[config.mk]
export PLATFORM = sky130hd
export DESIGN_NAME = lidar_nearest_obstacle_deflection
export DESIGN_NICKNAME = d
export VERILOG_FILES = /design/src/sv/lnod_pkg.sv /design/src/sv/lidar_nearest_obstacle_deflection.sv /design/src/sv/lnod_front.sv /design/src/sv/lnod_queue.sv /design/src/sv/lnod_back.sv
export SDC_FILE = /design/constraint.sdc
export NUM_CORES = 2
export LEC_CHECK = 0
export BUFFER_PORTS_ARGS = -buffer_cell sky130_fd_sc_hd__buf_2
export CORE_UTILIZATION = 45
export CTS_BUF_LIST = sky130_fd_sc_hd__clkbuf_2 sky130_fd_sc_hd__clkbuf_4 sky130_fd_sc_hd__clkbuf_8
export DETAILED_ROUTE_END_ITERATION = 10
export SLEW_MARGIN = 5
export SYNTH_ARGS = -nofsm -noshare
export SYNTH_HDL_FRONTEND = slang
export SYNTH_SLANG_ARGS = --single-unit
[constraint.sdc]
create_clock -name clk -period 8.4 [get_ports clk]
set_clock_uncertainty 0.2 [all_clocks]
set_input_delay 0.42 -clock clk [delete_from_list [all_inputs] [get_ports clk]]
set_output_delay 0.42 -clock clk [all_outputs]
set_load 0.005 [all_outputs]
[src/sv/lnod_pkg.sv]
package lnod_pkg;

  // Field widths
  localparam int RANGE_W    = 16;
  localparam int ANGLE_FRAC = 14;
  localparam int ANGLE_W    = ANGLE_FRAC + 3;
  // Quotient width of the deflection magnitude (3*pi/4 stays below 2^(ANGLE_FRAC+2))
  localparam int Q_W        = ANGLE_FRAC + 2;
  // Working width for angle sums before wrapping
  localparam int AX_W       = ANGLE_W + 2;

  // Angle constants in units of 2^-ANGLE_FRAC rad
  localparam longint PI_FX      = ((64'd31416 << ANGLE_FRAC) + 64'd5000) / 64'd10000;
  localparam longint TAU_FX     = 2 * PI_FX;
  localparam longint HALF_PI_FX = PI_FX / 2;
  localparam longint DEFL_FX    = (3 * PI_FX) / 4;

  // Configuration port
  localparam int ADDR_W = 5;
  localparam int DATA_W = 32;
  localparam int THRESHOLD_RST = 1000;

  // Queue between the scan front and the deflection back
  localparam int QUEUE_DEPTH_DEF = 2;

  typedef enum logic [2:0] {
    REG_ANGLE_START = 3'd0,
    REG_ANGLE_INCR  = 3'd1,
    REG_RANGE_LOWER = 3'd2,
    REG_RANGE_UPPER = 3'd3,
    REG_THRESHOLD   = 3'd4
  } reg_idx_t;

  typedef struct packed {
    logic signed [ANGLE_W-1:0] angle_start;
    logic signed [ANGLE_W-1:0] angle_incr;
    logic [RANGE_W-1:0]        range_lower;
    logic [RANGE_W-1:0]        range_upper;
    logic [RANGE_W-1:0]        deflect_threshold;
  } cfg_t;

  // Outcome of one scan, handed from front to back
  typedef struct packed {
    logic                      found;
    logic [RANGE_W-1:0]        range;
    logic signed [ANGLE_W-1:0] angle;
  } scan_sum_t;

endpackage

[src/sv/lidar_nearest_obstacle_deflection.sv]
// Channel   Handshake             Word
// in        in_valid / in_stall   sample_range, sample_bad, last_of_scan
// out       out_valid / out_stall obstacle_found, nearest_range, nearest_angle,
//                                 steer_deflection
// config    APB psel/penable      angle_start, angle_incr, range_lower,
//                                 range_upper, deflect_threshold
//
// Samples enter one a cycle; a two-stage front updates the beam angle and then the
// nearest-obstacle search. A finished scan waits in a short queue for the back,
// which takes one scan at a time through two multiply steps and a restoring divider
// producing one quotient bit a cycle. The front stalls only when a scan ends while
// the queue is full. Reset is synchronous and clears all control state.
module lidar_nearest_obstacle_deflection #(
  parameter int QUEUE_DEPTH = lnod_pkg::QUEUE_DEPTH_DEF
) (
  input  logic                                clk,
  input  logic                                rst,
  input  logic                                psel,
  input  logic                                penable,
  input  logic                                pwrite,
  input  logic [lnod_pkg::ADDR_W-1:0]         paddr,
  input  logic [lnod_pkg::DATA_W-1:0]         pwdata,
  output logic [lnod_pkg::DATA_W-1:0]         prdata,
  output logic                                pready,
  input  logic                                in_valid,
  output logic                                in_stall,
  input  logic [lnod_pkg::RANGE_W-1:0]        sample_range,
  input  logic                                sample_bad,
  input  logic                                last_of_scan,
  output logic                                out_valid,
  input  logic                                out_stall,
  output logic                                obstacle_found,
  output logic [lnod_pkg::RANGE_W-1:0]        nearest_range,
  output logic signed [lnod_pkg::ANGLE_W-1:0] nearest_angle,
  output logic signed [lnod_pkg::ANGLE_W-1:0] steer_deflection
);
  import lnod_pkg::*;

  cfg_t      cfg;
  reg_idx_t  reg_idx;
  logic      wr_en;
  logic      push;
  logic      pop;
  logic      full;
  logic      empty;
  scan_sum_t push_data;
  scan_sum_t pop_data;

  assign pready  = 1'b1;
  assign reg_idx = reg_idx_t'(paddr[ADDR_W-1:2]);
  assign wr_en   = psel && penable && pwrite && pready;

  // Register writes
  always_ff @(posedge clk) begin
    if (rst) begin
      cfg.angle_start       <= '0;
      cfg.angle_incr        <= '0;
      cfg.range_lower       <= '0;
      cfg.range_upper       <= '1;
      cfg.deflect_threshold <= RANGE_W'(THRESHOLD_RST);
    end else if (wr_en) begin
      case (reg_idx)
        REG_ANGLE_START: cfg.angle_start       <= pwdata[ANGLE_W-1:0];
        REG_ANGLE_INCR:  cfg.angle_incr        <= pwdata[ANGLE_W-1:0];
        REG_RANGE_LOWER: cfg.range_lower       <= pwdata[RANGE_W-1:0];
        REG_RANGE_UPPER: cfg.range_upper       <= pwdata[RANGE_W-1:0];
        REG_THRESHOLD:   cfg.deflect_threshold <= pwdata[RANGE_W-1:0];
        default: ;
      endcase
    end
  end

  // Register reads, angles sign-extended
  always_comb begin
    unique case (reg_idx)
      REG_ANGLE_START: prdata = DATA_W'(cfg.angle_start);
      REG_ANGLE_INCR:  prdata = DATA_W'(cfg.angle_incr);
      REG_RANGE_LOWER: prdata = DATA_W'(cfg.range_lower);
      REG_RANGE_UPPER: prdata = DATA_W'(cfg.range_upper);
      REG_THRESHOLD:   prdata = DATA_W'(cfg.deflect_threshold);
      default:         prdata = '0;
    endcase
  end

  lnod_front u_front (
    .clk          (clk),
    .rst          (rst),
    .cfg          (cfg),
    .in_valid     (in_valid),
    .in_stall     (in_stall),
    .sample_range (sample_range),
    .sample_bad   (sample_bad),
    .last_of_scan (last_of_scan),
    .full         (full),
    .push         (push),
    .push_data    (push_data)
  );

  lnod_queue #(
    .DEPTH (QUEUE_DEPTH)
  ) u_queue (
    .clk       (clk),
    .rst       (rst),
    .push      (push),
    .push_data (push_data),
    .pop       (pop),
    .pop_data  (pop_data),
    .full      (full),
    .empty     (empty)
  );

  lnod_back u_back (
    .clk              (clk),
    .rst              (rst),
    .threshold        (cfg.deflect_threshold),
    .empty            (empty),
    .pop              (pop),
    .pop_data         (pop_data),
    .out_valid        (out_valid),
    .out_stall        (out_stall),
    .obstacle_found   (obstacle_found),
    .nearest_range    (nearest_range),
    .nearest_angle    (nearest_angle),
    .steer_deflection (steer_deflection)
  );

endmodule

[src/sv/lnod_front.sv]
module lnod_front (
  input  logic                       clk,
  input  logic                       rst,
  input  lnod_pkg::cfg_t             cfg,
  input  logic                       in_valid,
  output logic                       in_stall,
  input  logic [lnod_pkg::RANGE_W-1:0] sample_range,
  input  logic                       sample_bad,
  input  logic                       last_of_scan,
  input  logic                       full,
  output logic                       push,
  output lnod_pkg::scan_sum_t        push_data
);
  import lnod_pkg::*;

  localparam logic signed [AX_W-1:0] PI_AX   = AX_W'(PI_FX);
  localparam logic signed [AX_W-1:0] TAU_AX  = AX_W'(TAU_FX);
  localparam logic signed [AX_W-1:0] HALF_AX = AX_W'(HALF_PI_FX);

  // Stage A: beam angle and the held word
  logic                      scan_start;
  logic signed [ANGLE_W-1:0] running_angle;
  logic                      a_valid;
  logic [RANGE_W-1:0]        a_range;
  logic                      a_bad;
  logic                      a_last;

  // Stage B: best sample so far
  logic                      best_valid;
  logic [RANGE_W-1:0]        best_range;
  logic signed [ANGLE_W-1:0] best_angle;

  logic                      advance;
  logic                      accept;
  logic signed [AX_W-1:0]    ang_sum;
  logic signed [AX_W-1:0]    ang_wrap;
  logic signed [AX_W-1:0]    refl_x;
  logic                      hit;
  logic                      take;
  logic                      best_valid_next;
  logic [RANGE_W-1:0]        best_range_next;
  logic signed [ANGLE_W-1:0] best_angle_next;

  // Hold everything while a finished scan cannot enter the queue
  assign advance  = !(a_valid && a_last && full);
  assign in_stall = !advance;
  assign accept   = in_valid && advance;

  // Next beam angle, wrapped into [-pi, pi)
  always_comb begin
    if (scan_start) begin
      ang_sum = AX_W'(cfg.angle_start);
    end else begin
      ang_sum = AX_W'(running_angle) + AX_W'(cfg.angle_incr);
    end
    if (ang_sum < -PI_AX) begin
      ang_wrap = ang_sum + TAU_AX;
    end else if (ang_sum >= PI_AX) begin
      ang_wrap = ang_sum - TAU_AX;
    end else begin
      ang_wrap = ang_sum;
    end
  end

  always_ff @(posedge clk) begin
    if (rst) begin
      a_valid       <= 1'b0;
      scan_start    <= 1'b1;
      running_angle <= '0;
    end else if (advance) begin
      a_valid <= in_valid;
      if (in_valid) begin
        running_angle <= ang_wrap[ANGLE_W-1:0];
        scan_start    <= last_of_scan;
      end
    end
  end

  always_ff @(posedge clk) begin
    if (accept) begin
      a_range <= sample_range;
      a_bad   <= sample_bad;
      a_last  <= last_of_scan;
    end
  end

  // Reflected angle: a - pi for a positive beam, a + pi otherwise
  always_comb begin
    if (running_angle > 0) begin
      refl_x = AX_W'(running_angle) - PI_AX;
    end else begin
      refl_x = AX_W'(running_angle) + PI_AX;
    end
  end

  // Classify the sample and keep the first strictly smallest range
  assign hit = !a_bad && (a_range >= cfg.range_lower) && (a_range <= cfg.range_upper)
               && (refl_x >= -HALF_AX) && (refl_x <= HALF_AX);
  assign take = hit && (!best_valid || (a_range < best_range));

  always_comb begin
    best_valid_next = best_valid;
    best_range_next = best_range;
    best_angle_next = best_angle;
    if (take) begin
      best_valid_next = 1'b1;
      best_range_next = a_range;
      best_angle_next = refl_x[ANGLE_W-1:0];
    end
  end

  assign push            = a_valid && a_last && advance;
  assign push_data.found = best_valid_next;
  assign push_data.range = best_range_next;
  assign push_data.angle = best_angle_next;

  always_ff @(posedge clk) begin
    if (rst) begin
      best_valid <= 1'b0;
      best_range <= '1;
      best_angle <= '0;
    end else if (a_valid && advance) begin
      if (a_last) begin
        best_valid <= 1'b0;
        best_range <= '1;
        best_angle <= '0;
      end else begin
        best_valid <= best_valid_next;
        best_range <= best_range_next;
        best_angle <= best_angle_next;
      end
    end
  end

endmodule

[src/sv/lnod_queue.sv]
module lnod_queue #(
  parameter int DEPTH = lnod_pkg::QUEUE_DEPTH_DEF
) (
  input  logic                clk,
  input  logic                rst,
  input  logic                push,
  input  lnod_pkg::scan_sum_t push_data,
  input  logic                pop,
  output lnod_pkg::scan_sum_t pop_data,
  output logic                full,
  output logic                empty
);
  import lnod_pkg::*;

  localparam int PTR_W = (DEPTH > 1) ? $clog2(DEPTH) : 1;
  localparam int CNT_W = $clog2(DEPTH + 1);

  scan_sum_t          mem [DEPTH];
  logic [PTR_W-1:0]   wr_ptr;
  logic [PTR_W-1:0]   rd_ptr;
  logic [PTR_W-1:0]   rd_ptr_next;
  logic [CNT_W-1:0]   count;
  logic               do_push;
  logic               do_pop;

  assign full     = (count == CNT_W'(DEPTH));
  assign empty    = (count == '0);
  assign do_push  = push && !full;
  assign do_pop   = pop && !empty;

  assign rd_ptr_next = !do_pop ? rd_ptr :
                       (rd_ptr == PTR_W'(DEPTH - 1)) ? '0 : rd_ptr + 1'b1;

  always_ff @(posedge clk) begin
    if (do_push) begin
      mem[wr_ptr] <= push_data;
    end
  end

  // Read the head word ahead, passing through a word written into that slot
  always_ff @(posedge clk) begin
    if (do_push && (wr_ptr == rd_ptr_next)) begin
      pop_data <= push_data;
    end else begin
      pop_data <= mem[rd_ptr_next];
    end
  end

  // Advance pointers and occupancy
  always_ff @(posedge clk) begin
    if (rst) begin
      wr_ptr <= '0;
      rd_ptr <= '0;
      count  <= '0;
    end else begin
      if (do_push) begin
        wr_ptr <= (wr_ptr == PTR_W'(DEPTH - 1)) ? '0 : wr_ptr + 1'b1;
      end
      if (do_pop) begin
        rd_ptr <= rd_ptr_next;
      end
      if (do_push && !do_pop) begin
        count <= count + 1'b1;
      end else if (do_pop && !do_push) begin
        count <= count - 1'b1;
      end
    end
  end

endmodule

[src/sv/lnod_back.sv]
module lnod_back (
  input  logic                         clk,
  input  logic                         rst,
  input  logic [lnod_pkg::RANGE_W-1:0] threshold,
  input  logic                         empty,
  output logic                         pop,
  input  lnod_pkg::scan_sum_t          pop_data,
  output logic                         out_valid,
  input  logic                         out_stall,
  output logic                         obstacle_found,
  output logic [lnod_pkg::RANGE_W-1:0] nearest_range,
  output logic signed [lnod_pkg::ANGLE_W-1:0] nearest_angle,
  output logic signed [lnod_pkg::ANGLE_W-1:0] steer_deflection
);
  import lnod_pkg::*;

  localparam int SQ_W  = 2 * RANGE_W;
  localparam int NW    = SQ_W + Q_W;
  localparam int CNT_W = $clog2(Q_W);

  typedef enum logic [4:0] {
    ST_IDLE   = 5'b00001,
    ST_SQUARE = 5'b00010,
    ST_SCALE  = 5'b00100,
    ST_DIVIDE = 5'b01000,
    ST_DONE   = 5'b10000
  } state_t;

  state_t             state;
  scan_sum_t          cur;
  logic               apply;
  logic [SQ_W-1:0]    dd;
  logic [SQ_W-1:0]    den;
  logic [NW-1:0]      rem;
  logic [NW-1:0]      dsh;
  logic [Q_W-1:0]     quo;
  logic [CNT_W-1:0]   cnt;
  logic [RANGE_W-1:0] diff;
  logic               out_free;
  logic               load;
  logic signed [ANGLE_W-1:0] defl;

  assign pop      = (state == ST_IDLE) && !empty;
  assign diff     = threshold - cur.range;
  assign out_free = !out_valid || !out_stall;
  assign load     = (state == ST_DONE) && out_free;

  // Signed deflection, sign opposite to the angle
  always_comb begin
    if (!apply) begin
      defl = '0;
    end else if (cur.angle >= 0) begin
      defl = -$signed({1'b0, quo});
    end else begin
      defl = $signed({1'b0, quo});
    end
  end

  // Sequence: square, scale, restoring divide one quotient bit a cycle
  always_ff @(posedge clk) begin
    if (rst) begin
      state <= ST_IDLE;
    end else begin
      unique case (state)
        ST_IDLE: begin
          if (!empty) begin
            cur   <= pop_data;
            apply <= pop_data.found && (threshold != '0) && (pop_data.range <= threshold);
            state <= (pop_data.found && (threshold != '0) && (pop_data.range <= threshold))
                     ? ST_SQUARE : ST_DONE;
          end
        end
        ST_SQUARE: begin
          dd    <= SQ_W'(diff) * SQ_W'(diff);
          den   <= SQ_W'(threshold) * SQ_W'(threshold);
          state <= ST_SCALE;
        end
        ST_SCALE: begin
          rem   <= NW'(dd) * NW'(DEFL_FX) + NW'(den >> 1);
          dsh   <= NW'(den) << (Q_W - 1);
          quo   <= '0;
          cnt   <= '0;
          state <= ST_DIVIDE;
        end
        ST_DIVIDE: begin
          if (rem >= dsh) begin
            rem <= rem - dsh;
            quo <= {quo[Q_W-2:0], 1'b1};
          end else begin
            quo <= {quo[Q_W-2:0], 1'b0};
          end
          dsh <= dsh >> 1;
          cnt <= cnt + 1'b1;
          if (cnt == CNT_W'(Q_W - 1)) begin
            state <= ST_DONE;
          end
        end
        ST_DONE: begin
          if (out_free) begin
            state <= ST_IDLE;
          end
        end
        default: state <= ST_IDLE;
      endcase
    end
  end

  // Output register: hold while stalled, drop once taken
  always_ff @(posedge clk) begin
    if (rst) begin
      out_valid <= 1'b0;
    end else if (load) begin
      out_valid <= 1'b1;
    end else if (!out_stall) begin
      out_valid <= 1'b0;
    end
  end

  always_ff @(posedge clk) begin
    if (load) begin
      obstacle_found   <= cur.found;
      nearest_range    <= cur.range;
      nearest_angle    <= cur.angle;
      steer_deflection <= defl;
    end
  end

endmodule
==> metrics <==
drt drc=0; placed cell area=52400 um^2; Finished Cell Area=55100 um^2; Worst path slowest cell=fa_1; via count=37152; RSZ-0062 raised after global routing=true; Ports=148; CP Capture Type=register; CORE AREA=109000 um^2; Final Hold Viols=0; Iteration-0 DRC Markers=2366; Post-Syn Area per Cell=roughly 9.6 um^2; All-Layer GR Usage=0.235; share of the synthesized area in the top cell type=0.212; layout cells sized above 1=0.112; worst setup path startpoint=cfg[0]; Slew Limit Headroom=0.164; ANT nets after route=0; Async SR Flop Fraction=0; Synth Flop Type=edfxtp_1; clock latency on the worst-skew pair=0.79 ns; leading area contributor after synthesis=edfxtp_1; synthesis-stage register bit count=495; worst setup path endpoint=u_back.dd[30]; reg2reg end=u_back.dd[30]; RR Startpoint=cfg[0]; Worst-Margin Slew=1.25 ns; CP max stage delay=0.56 ns; TritonCTS clock tree=done; Startpoint Class=register; Ys Warns=0; setup slack, reg-to-reg=approximately 0.33 ns; Num CTS Buffers=91; die footprint=~110000 um^2; Syn Inst Count=5171; Max Fclk=124 MHz; Clock transition at path regs=0.06 ns; fin crit share=0.960; overflow left after global routing=0; min cycle time layout=8.07 ns; WP data arrival=8.36 ns; FILL cells=10186; gp weighted congestion=roughly 0.92; worst path required time=8.69 ns; final setup fails=0; Synth cell types=96; Max Root-Sink Buffers=3; status=complete, no violations; Root Driver=clkbuf_8; vias in the first global route=37457; Site Rows=121; final WL=130000 um; WL per Instance=between 15 and 20 um; ranking of synthesized cells by area=edfxtp_1, fa_1, ha_1, inv_1, dfxtp_1; H-tree depth=3; largest net degree at the start of global routing=about 70; commonest non-fill, non-tap cell in the layout=inv_1; Worst Reg-to-Reg Cells=35; Port Buffer Count=around 130; Slew Viols, Final=0; Nets=6544; sequential fraction of the synthesis area=0.271; HP Class=input pin to register; Syn-to-layout area delta=11.5%; EDFF count, synth=349; most frequent cells in the layout=inv_1, ha_1, fa_1, nand2_1; Post-Syn Area=49500 um^2; via-per-instance ratio=around 5.4; first-pass GRT wire length=205000 um; die width=334 um; First-pass DRT Iterations=6; largest fanout on the critical path=5; Max Cap Viol=0; initial antenna violation count=4; DP HPWL=104000 um; Starting Density=0.454; CTS Sinks=495; WS Path Type=register to register; Die Y=334 um
-- critical path: cells and delay by family, from the launching register on --
kind | cells | cell delay [ns]
AOI/OAI and AO/OA | 12 | 1.86
xor gates and xnor gates | 2 | 0.30
adders and majority gates | 9 | 3.84
buffers and inverters | 8 | 0.64
DFF | 1 | 0.31
and+or+nand+nor | 4 | 0.65
-- kinds of logic after synthesis --
| family | after synthesis | share of synthesized area |
|---|---|---|
| buffers and inverters | 1049 | 0.0814 |
| AO/OA/AOI/OAI | 1042 | 0.137 |
| adder cells (fa/ha/maj) | 1056 | 0.342 |
| flip-flops | 495 | 0.271 |
| multiplexers | 60 | 0.0134 |
| other | 2 | 0.000152 |
| XOR/XNOR | 242 | 0.0428 |
| AND/OR/NAND/NOR | 1225 | 0.112 |
-- registers in the layout, indices dropped and copies added, names as in the netlist, 31 cells and up, named ones only --
signal	flops
u_queue.mem	68
u_back.den	31
u_back.cur	34
cfg	82
u_back.dsh	47
u_back.rem	48
u_back.dd	31
-- per-layer routing --
metal / wire length (um) / GRT usage
met5: 27 / 0
met4: 5760 / 0.0987
met3: 5910 / 0.0270
met2: 61400 / 0.394
met1: 57200 / 0.308
-- cell type report --
class	instances	area, um^2	share of cell area
multi-input combinational	3633	32400	0.588
sequential	495	13400	0.243
tap	1414	1770	0.0321
timing repair buffer	328	2250	0.0409
inverter	877	3290	0.0597
clock inverter	40	414	0.00751
clock buffer	127	1590	0.0287
antenna	3	7.51	0.000136
-- through the flow --
step                      worst slack, ns  TNS, ns  hold WS [ns]   util  cells
after global placement            -0.0525  -0.0652         0.207  0.481   6690
after floorplan                    0.0339        0         0.200      -   5177
after CTS                         0.00793        0        0.0492  0.503   6897
final                               0.333        0         0.135  0.506   6917
after detailed placement           -0.105   -0.246         0.207  0.481   6690
after global routing              -0.0493  -0.0827        0.0799  0.506   6916
-- timing repair --
action,CTS,global route
hold buffers,39,0
pin swaps,10,33
buffers inserted,1,17
resized for setup,10,42
hold endpoints to repair,126,0
endpoints found under the setup margin,4,16
-- Yosys cell counts (all sizes together), types with 13 or more instances --
library cell	instances
o21bai	35
nand2b	43
xnor2	154
clkinv	13
edfxtp	349
o21ai	218
o211ai	40
buf	39
a21o	119
nand3	54
o21a	42
o22ai	24
nand4	42
nor2	355
a22oi	37
xor2	88
nor4	25
o31ai	20
nor2b	31
dfxtp	146
nand2	484
or3	25
inv	864
or2	19
a21oi	304
mux2	51
a2bb2oi	16
a211oi	32
ha	560
nor3	53
a22o	18
fa	496
a31oi	23
and3	21
and2	35
clkbuf	133
a21boi	13
-- worst min path at each step --
stage / startpoint / to / slack [ns] / depth (start not counted)
2_1_floorplan: u_back.cur[0] / u_back.nearest_angle[0] / 0.20 / 0
3_3_place_gp: u_back.cur[14] / u_back.nearest_angle[14] / 0.21 / 0
3_5_place_dp: u_back.cur[4] / u_back.nearest_angle[4] / 0.21 / 0
4_1_cts: sample_range[8] / u_front.a_range[8] / 0.05 / 2
5_1_grt: sample_range[0] / u_front.a_range[0] / 0.08 / 2
6_report: sample_range[12] / u_front.a_range[12] / 0.14 / 2
Power is not shown: default switching activity piles up to over one toggle a cycle in this logic, so the estimate is an artifact.
